### src/rtl/interrupt_controller_with_hram_unit_assert.svh
// ----------------------------------------------------------------------------
// Interrupt controller assertion macros
// Clocked assertion helpers shared by the interrupt controller RTL.
// ----------------------------------------------------------------------------
`ifndef INTERRUPT_CONTROLLER_WITH_HRAM_UNIT_ASSERT_SVH
`define INTERRUPT_CONTROLLER_WITH_HRAM_UNIT_ASSERT_SVH

`ifndef NO_ASSERTIONS
`define ICH_ASSERT(label, prop, msg) \
  label: assert property (@(posedge clk) disable iff (rst) (prop)) else $error(msg);
`define ICH_ASSERT_ALWAYS(label, prop, msg) \
  label: assert property (@(posedge clk) (prop)) else $error(msg);
`else
`define ICH_ASSERT(label, prop, msg)
`define ICH_ASSERT_ALWAYS(label, prop, msg)
`endif

`endif

### src/rtl/ich_pkg.sv
// ----------------------------------------------------------------------------
// Interrupt controller package
// Transaction types, bus map constants and request kinds.
// ----------------------------------------------------------------------------
`default_nettype none

package ich_pkg;

  localparam logic [1:0] REQ_READ  = 2'd0;
  localparam logic [1:0] REQ_WRITE = 2'd1;
  localparam logic [1:0] REQ_IRQ   = 2'd2;
  localparam logic [1:0] REQ_CHECK = 2'd3;

  localparam logic [15:0] ADDR_IF    = 16'hFF0F;
  localparam logic [15:0] ADDR_IE    = 16'hFFFF;
  localparam logic [15:0] HRAM_FIRST = 16'hFF80;
  localparam logic [15:0] HRAM_LAST  = 16'hFFFE;
  localparam logic [7:0]  OPEN_BUS   = 8'hFF;
  localparam logic [6:0]  VECTOR_BASE = 7'h40;

  localparam int HRAM_DEPTH  = 127;
  localparam int HRAM_WIDTH  = 8;
  localparam int HRAM_AW     = $clog2(HRAM_DEPTH);
  localparam int NUM_SOURCES = 5;

  typedef struct packed {
    logic [1:0]  req_type;
    logic [15:0] address;
    logic [7:0]  write_data;
    logic [2:0]  int_source;
    logic        master_enable;
    logic        cpu_halted;
    logic        cpu_stopped;
  } item_t;

  typedef struct packed {
    logic [7:0] read_data;
    logic       dispatch;
    logic [6:0] vector_address;
    logic       wake;
    logic       idle_tick;
  } result_t;

endpackage

`default_nettype wire

### src/rtl/ich_ram.sv
// ----------------------------------------------------------------------------
// Generic RAM
// Single write port, single read port with registered read data.
// ----------------------------------------------------------------------------
`default_nettype none

module ich_ram #(
  parameter int WIDTH = 8,
  parameter int DEPTH = 128
) (
  input  wire logic                     clk,
  input  wire logic                     we,
  input  wire logic [$clog2(DEPTH)-1:0] waddr,
  input  wire logic [WIDTH-1:0]         wdata,
  input  wire logic                     re,
  input  wire logic [$clog2(DEPTH)-1:0] raddr,
  output logic      [WIDTH-1:0]         rdata
);

  logic [WIDTH-1:0] mem [DEPTH];

  always_ff @(posedge clk) begin
    if (we) begin
      mem[waddr] <= wdata;
    end
    if (re) begin
      rdata <= mem[raddr];
    end
  end

endmodule

`default_nettype wire

### src/rtl/interrupt_controller_with_hram_unit.sv
// ----------------------------------------------------------------------------
// Interrupt controller with high RAM
// Flag and enable registers, fixed priority dispatch and a small high RAM.
// ----------------------------------------------------------------------------
//  channel   signals                              role
//  item      item_valid, item_stall, item         bus access, request or check
//  result    result_valid, result_stall, result   one result per transaction
//
//  One transaction is accepted per cycle unless the input stalls; its result
//  passes from the stage and RAM read registers into the result register.
//  Reset is synchronous; high RAM entries carry valid bits that reset clears
//  at once, so no clearing pass is needed.
//  A stalled result is held in the result register while one more transaction
//  waits in the input stage.
// ----------------------------------------------------------------------------
`default_nettype none

module interrupt_controller_with_hram_unit (
  input  wire logic            clk,
  input  wire logic            rst,
  input  wire logic            item_valid,
  output logic                 item_stall,
  input  wire ich_pkg::item_t  item,
  output logic                 result_valid,
  input  wire logic            result_stall,
  output ich_pkg::result_t     result
);

  import ich_pkg::*;

`include "interrupt_controller_with_hram_unit_assert.svh"

  typedef struct packed {
    result_t res;
    logic    ram_sel;
    logic    ram_hit;
  } stage_t;

  logic [7:0]            request_flags;
  logic [7:0]            request_flags_next;
  logic [7:0]            enable_mask;
  logic [7:0]            enable_mask_next;
  logic [HRAM_DEPTH-1:0] ram_valid;
  logic [HRAM_DEPTH-1:0] ram_valid_next;

  stage_t                s1;
  stage_t                s1_next;
  result_t               s1_res;
  logic                  s1_valid;
  logic                  s1_move;
  logic                  accept;

  logic                  in_hram;
  logic [HRAM_AW-1:0]    ram_idx;
  logic                  ram_we;
  logic                  ram_re;
  logic [HRAM_WIDTH-1:0] ram_rdata;

  logic [NUM_SOURCES-1:0] ready;
  logic [2:0]             first_src;
  logic                   take;

  assign s1_move    = !result_valid || !result_stall;
  assign item_stall = rst || (s1_valid && !s1_move);
  assign accept     = item_valid && !item_stall;

  assign in_hram = (item.address >= HRAM_FIRST) && (item.address <= HRAM_LAST);
  assign ram_idx = item.address[HRAM_AW-1:0];
  assign ram_we  = accept && (item.req_type == REQ_WRITE) && in_hram;
  assign ram_re  = accept && (item.req_type == REQ_READ) && in_hram;

  assign ready = request_flags[NUM_SOURCES-1:0] & enable_mask[NUM_SOURCES-1:0];
  assign take  = (ready != '0) && item.master_enable;

  always_comb begin
    first_src = 3'(NUM_SOURCES - 1);
    for (int i = NUM_SOURCES - 1; i >= 0; i--) begin
      if (ready[i]) begin
        first_src = 3'(i);
      end
    end
  end

  always_comb begin
    request_flags_next = request_flags;
    enable_mask_next   = enable_mask;
    ram_valid_next     = ram_valid;
    s1_next            = '0;
    unique case (item.req_type)
      REQ_READ: begin
        if (item.address == ADDR_IF) begin
          s1_next.res.read_data = request_flags;
        end else if (item.address == ADDR_IE) begin
          s1_next.res.read_data = enable_mask;
        end else if (in_hram) begin
          s1_next.ram_sel = 1'b1;
          s1_next.ram_hit = ram_valid[ram_idx];
        end else begin
          s1_next.res.read_data = OPEN_BUS;
        end
      end
      REQ_WRITE: begin
        if (item.address == ADDR_IF) begin
          request_flags_next = item.write_data;
        end else if (item.address == ADDR_IE) begin
          enable_mask_next = item.write_data;
        end else if (in_hram) begin
          ram_valid_next[ram_idx] = 1'b1;
        end
      end
      REQ_IRQ: begin
        request_flags_next = request_flags | (8'b1 << item.int_source);
      end
      REQ_CHECK: begin
        s1_next.res.wake = (ready != '0);
        if (take) begin
          request_flags_next = request_flags & ~(8'b1 << first_src);
          s1_next.res.dispatch = 1'b1;
          s1_next.res.vector_address = VECTOR_BASE + 7'({first_src, 3'b000});
        end
        s1_next.res.idle_tick = !take &&
          ((item.cpu_halted && (ready == '0)) || item.cpu_stopped);
      end
      default: begin
      end
    endcase
  end

  always_comb begin
    s1_res = s1.res;
    if (s1.ram_sel) begin
      s1_res.read_data = s1.ram_hit ? ram_rdata : 8'h00;
    end
  end

  ich_ram #(
    .WIDTH(HRAM_WIDTH),
    .DEPTH(HRAM_DEPTH)
  ) u_hram (
    .clk  (clk),
    .we   (ram_we),
    .waddr(ram_idx),
    .wdata(item.write_data),
    .re   (ram_re),
    .raddr(ram_idx),
    .rdata(ram_rdata)
  );

  always_ff @(posedge clk) begin
    if (rst) begin
      request_flags <= '0;
      enable_mask   <= '0;
      ram_valid     <= '0;
      s1_valid      <= 1'b0;
      result_valid  <= 1'b0;
    end else begin
      if (accept) begin
        request_flags <= request_flags_next;
        enable_mask   <= enable_mask_next;
        ram_valid     <= ram_valid_next;
        s1_valid      <= 1'b1;
      end else if (s1_move) begin
        s1_valid <= 1'b0;
      end
      if (s1_move) begin
        result_valid <= s1_valid;
      end
    end
  end

  always_ff @(posedge clk) begin
    if (accept) begin
      s1 <= s1_next;
    end
    if (s1_move && s1_valid) begin
      result <= s1_res;
    end
  end

  `ICH_ASSERT(a_dispatch_clears_one, accept && (item.req_type == REQ_CHECK) && take |=> ($countones(request_flags) == $countones($past(request_flags)) - 1), "dispatch must clear exactly one flag")
  `ICH_ASSERT(a_stall_needs_stage, item_stall |-> s1_valid, "input stalled with an empty stage")
  `ICH_ASSERT(a_stage_kept, s1_valid && !s1_move |=> s1_valid, "waiting transaction lost")
  `ICH_ASSERT(a_dispatch_wakes, result_valid && result.dispatch |-> result.wake && !result.idle_tick, "dispatch without wake or with idle")
  `ICH_ASSERT_ALWAYS(a_reset_stalls, rst |-> item_stall, "input must stall during reset")

endmodule

`default_nettype wire

### config.mk
export PLATFORM = sky130hd
export DESIGN_NAME = interrupt_controller_with_hram_unit
export DESIGN_NICKNAME = d
export VERILOG_FILES = /design/src/rtl/ich_pkg.sv /design/src/rtl/ich_ram.sv /design/src/rtl/interrupt_controller_with_hram_unit.sv
export VERILOG_INCLUDE_DIRS = /design/src /design/src/rtl
export SDC_FILE = /design/constraint.sdc
export NUM_CORES = 1
export LEC_CHECK = 0
export ABC_CLOCK_PERIOD_IN_PS = 3100
export BUFFER_PORTS_ARGS = -buffer_cell sky130_fd_sc_hd__buf_2
export CORE_MARGIN = 5
export CORE_UTILIZATION = 35
export DETAILED_ROUTE_END_ITERATION = 10
export GPL_TIMING_DRIVEN = 0
export HOLD_SLACK_MARGIN = 0.08
export PLACE_DENSITY = 0.57
export SETUP_SLACK_MARGIN = 0.05
export SYNTH_ARGS = -nofsm -noshare
export SYNTH_HDL_FRONTEND = slang
export SYNTH_SLANG_ARGS = --single-unit
### constraint.sdc
create_clock -name clk -period 3.1 [get_ports clk]
set_input_delay 0.62 -clock clk [delete_from_list [all_inputs] [get_ports clk]]
set_output_delay 0.62 -clock clk [all_outputs]
set_load 0.02 [all_outputs]
==> impl_metrics.prom <==
# TYPE chip_impl_metric gauge
chip_impl_metric{name="synthesized_area_fraction_occupied_by_ao_oa_aoi_and_oai_cells",unit=""} 0.125
chip_impl_metric{name="first_pass_grt_wire_length",unit="mm"} 270
chip_impl_metric{name="via_count",unit=""} 33693
chip_impl_metric{name="pre_cts_ws",unit="ns"} -2.43
chip_impl_metric{name="postSynthAreaPerCell",unit="µm²"} 15.3
chip_impl_metric{name="async_flop_share",unit=""} 0
chip_impl_metric{name="timing.critical_path.required",unit="ns"} 3.53
chip_impl_metric{name="synth_cells",unit=""} 3099
chip_impl_metric{name="clock-sinks",unit=""} 1201
chip_impl_metric{name="arrival",unit="ns"} 3.78
chip_impl_metric{name="yosys.area_share.simple",unit=""} 0.0566
chip_impl_metric{name="mappedNetlistArea",unit="mm²"} 0.0473
chip_impl_metric{name="cts_buffer_depth",unit=""} 3
chip_impl_metric{name="final_max_slew_viol_count",unit=""} 0
chip_impl_metric{name="met3WireLength",unit="mm"} 31.4
chip_impl_metric{name="fin_util",unit=""} 0.416
chip_impl_info{name="critical_path.startpoint_type",value="primary input"} 1
chip_impl_metric{name="synth-xor-area-share",unit=""} 0
chip_impl_metric{name="fraction_of_post_synthesis_cell_area_in_the_top_cell_type_by_area",unit=""} 0.670
chip_impl_metric{name="io_pins",unit=""} 56
chip_impl_metric{name="worst_clock_skew",unit="ns"} 0.0453
chip_impl_metric{name="initial_utilization",unit=""} 0.353
chip_impl_metric{name="grt_max_degree",unit=""} 90
chip_impl_metric{name="area.growth.synth_to_final",unit="%"} 17.9
chip_impl_info{name="tritoncts",value="done"} 1
chip_impl_info{name="synth_top_family_by_area",value="compound AO/OA/AOI/OAI gates"} 1
chip_impl_metric{name="synth_adder_area_share",unit=""} 0
chip_impl_metric{name="placementRows",unit=""} 134
chip_impl_metric{name="drt-vias-per-instance",unit=""} 6.51
chip_impl_info{name="yosysTopAreaCell",value="edfxtp_1"} 1
chip_impl_metric{name="yosys-mux-area-fraction",unit=""} 0.0568
chip_impl_metric{name="core-area",unit="mm²"} 0.134
chip_impl_metric{name="timing_worst_slew_pin_value",unit="ns"} 1.27
chip_impl_metric{name="floorplan.die_area",unit="mm²"} 0.143
chip_impl_metric{name="routed_length_per_placed_instance",unit="µm"} 39.8
chip_impl_metric{name="clock.fmax",unit="MHz"} 298
chip_impl_metric{name="port-buffer-count",unit=""} 48
chip_impl_metric{name="layout.nets",unit=""} 3340
chip_impl_metric{name="critPathMaxFanout",unit=""} 10
chip_impl_metric{name="final_setup_vio_count",unit=""} 416
chip_impl_metric{name="first_iter_violations",unit=""} 6323
chip_impl_metric{name="max_cap_viols",unit=""} 0
chip_impl_metric{name="yosysUniqueCellTypes",unit=""} 79
chip_impl_metric{name="power_density",unit="mW/mm²"} 629
chip_impl_metric{name="max-slew-margin-rel",unit=""} 0.150
chip_impl_metric{name="clk_latency",unit="ns"} 0.78
chip_impl_metric{name="vdd_ir_drop_max",unit="mV"} 0.481
chip_impl_info{name="ctsRootBufferMaster",value="clkbuf_16"} 1
chip_impl_metric{name="grt_antenna_before_repair",unit=""} 13
chip_impl_info{name="end_kind",value="flop"} 1
chip_impl_metric{name="final.setup.worst_slack",unit="ns"} -0.256
chip_impl_metric{name="clk_pin_slew_worst_paths",unit="ns"} 0.06
chip_impl_info{name="postSynth.topFlopCell",value="edfxtp_1"} 1
chip_impl_metric{name="wl_met1",unit="mm"} 74.5
chip_impl_metric{name="grt_overflow",unit=""} 0
chip_impl_metric{name="drtPass1Iterations",unit=""} 7
chip_impl_info{name="rsz0062_at_grt",value="yes"} 1
chip_impl_info{name="synth.top_cells.by_area",value="edfxtp_1, dfxtp_1, a221oi_1"} 1
chip_impl_metric{name="cts.htree.levels",unit=""} 3
chip_impl_metric{name="drive_gt1_frac",unit=""} 0.216
chip_impl_metric{name="cellLeakagePower",unit="nW"} 17.8
chip_impl_metric{name="fp.dieH",unit="µm"} 378
chip_impl_metric{name="drc",unit=""} 0
chip_impl_metric{name="grt_util_all_layers",unit=""} 0.280
chip_impl_metric{name="inserted_clock_buffers",unit=""} 121
chip_impl_metric{name="dp.final_hpwl",unit="mm"} 133
chip_impl_info{name="highest-signal-layer",value="met5"} 1
chip_impl_metric{name="period_share",unit=""} 1.08
chip_impl_metric{name="drt-total-wl",unit="mm"} 206
chip_impl_metric{name="synth_seq_area_share",unit=""} 0.732
chip_impl_metric{name="vias_in_the_first_global_route",unit=""} 30713
chip_impl_info{name="synth.cells.most_frequent",value="edfxtp_1, nor2_1, a221oi_1"} 1
chip_impl_metric{name="report.final.hold_viol_count",unit=""} 0
chip_impl_info{name="crit_type",value="primary input to flop"} 1
chip_impl_metric{name="final_period_minus_worst_setup_slack",unit="ns"} 3.36
chip_impl_metric{name="ys_seq_elements",unit=""} 1201
chip_impl_info{name="synth_most_common_cell",value="edfxtp_1"} 1
chip_impl_metric{name="gp_routability_congestion",unit=""} 1.07
chip_impl_info{name="failed_checks",value="negative setup slack"} 1
chip_impl_info{name="run_status",value="finished with violations"} 1
chip_impl_info{name="worstHoldPathType",value="primary input to flop"} 1
chip_impl_metric{name="ys_warns",unit=""} 0
chip_impl_metric{name="fp.dieW",unit="µm"} 378
chip_impl_metric{name="number_of_enable_type_register_cells_in_the_synthesized_netlist",unit=""} 1056
chip_impl_metric{name="drt.antenna.violating_nets",unit=""} 0
chip_impl_metric{name="wl_met2",unit="mm"} 84.3
stage by stage:
stage               hold WS [ns]  setup TNS [ns]  total power [mW]  instance area, µm²  std cells
finish                     0.145          -46.08              35.1               55800       5179
global route               0.144           -6.62              35.6               55800       5171
CTS                        0.125           -2.25              34.7               55300       5159
detailed placement         0.412        -1856.98              20.4               50100       4929
global placement           0.405        -1872.73              20.4               49800       4917
floorplan                  0.400               0              18.9               47300       3101
worst paths after layout:
kind         cells after the start  slack [ns]                   from                          end
max                              9       -0.26               item[20]    u_hram.rdata[7]$_DFFE_PP_
min                              3        0.14             item_valid        s1_valid$_SDFFE_PP0P_
max reg2reg                      8       -0.07  s1_valid$_SDFFE_PP0P_  u_hram.mem[93][2]$_DFFE_PP_
min reg2reg                      0        0.43   s1[11]$_SDFFCE_PN0N_          result[9]$_DFFE_PP_
flip-flops by register name, summed over array words and instances (netlist names):
name           cells
u_hram.rdata       8
result_valid       1
s1                17
enable_mask        8
s1_valid           1
request_flags      8
u_hram.mem      1016
result            15
ram_valid        127
layout make-up:
class / instances / area [µm²]
fillers: 12054 / 78200
multi-input cells: 1640 / 12400
repair buffers: 81 / 817
diodes: 8 / 20.0
flip-flops and latches: 1201 / 34600
well taps: 1768 / 2210
clock buffers: 153 / 3210
inverters: 23 / 98.8
plain buffers: 235 / 1700
clock inverters: 69 / 672
repair inverters: 1 / 5.00
routing by layer:
layer	GRT usage	up-vias
met5	0.00337	-
met2	0.396	2995
met1	0.357	17077
met3	0.120	763
li1	-	12852
met4	0.166	6
critical path, cell delays in order:
cell and delay [ns]:
buf_2 0.13, buf_2 0.27, or2_2 0.33, buf_1 0.49, a311oi_1 0.44, nand2_1 0.10
a221oi_1 0.80, o32a_1 0.46, a311oi_4 0.12
cell usage in the layout, fill, tap and decap left out, types with 47 or more instances in the layout:
| master | n |
|---|---|
| mux2i_1 | 167 |
| buf_6 | 47 |
| nor2_4 | 87 |
| buf_2 | 82 |
| a221oi_1 | 222 |
| a22oi_1 | 77 |
| clkbuf_16 | 124 |
| clkbuf_1 | 53 |
| edfxtp_1 | 1056 |
| buf_4 | 78 |
| nand2_1 | 74 |
| o21ai_0 | 57 |
| a21oi_1 | 172 |
| nor2_1 | 257 |
| dfxtp_1 | 145 |
| nor2_2 | 56 |
what timing repair did:
| item | CTS | global route |
|---|---|---|
| gates cloned | 1 | 0 |
| gates resized for setup | 415 | 91 |
| setup endpoints to repair | 1097 | 423 |
| hold buffers | 0 | 0 |
| setup buffers | 9 | 12 |
| pin swaps | 15 | 19 |
cell families after synthesis:
kind of cell | after synthesis
AOI/OAI and AO/OA | 802
buffers and inverters | 260
DFF | 1201
muxes | 226
other | 1
and+or+nand+nor | 609
report_power, final:
| group | internal [mW] | switching [mW] |
|---|---|---|
| logic | 0.636 | 2.17 |
| registers | 17.6 | 0.00779 |
| clock network | 8.15 | 6.50 |
Note: power is estimated with default switching activity, not from simulation.
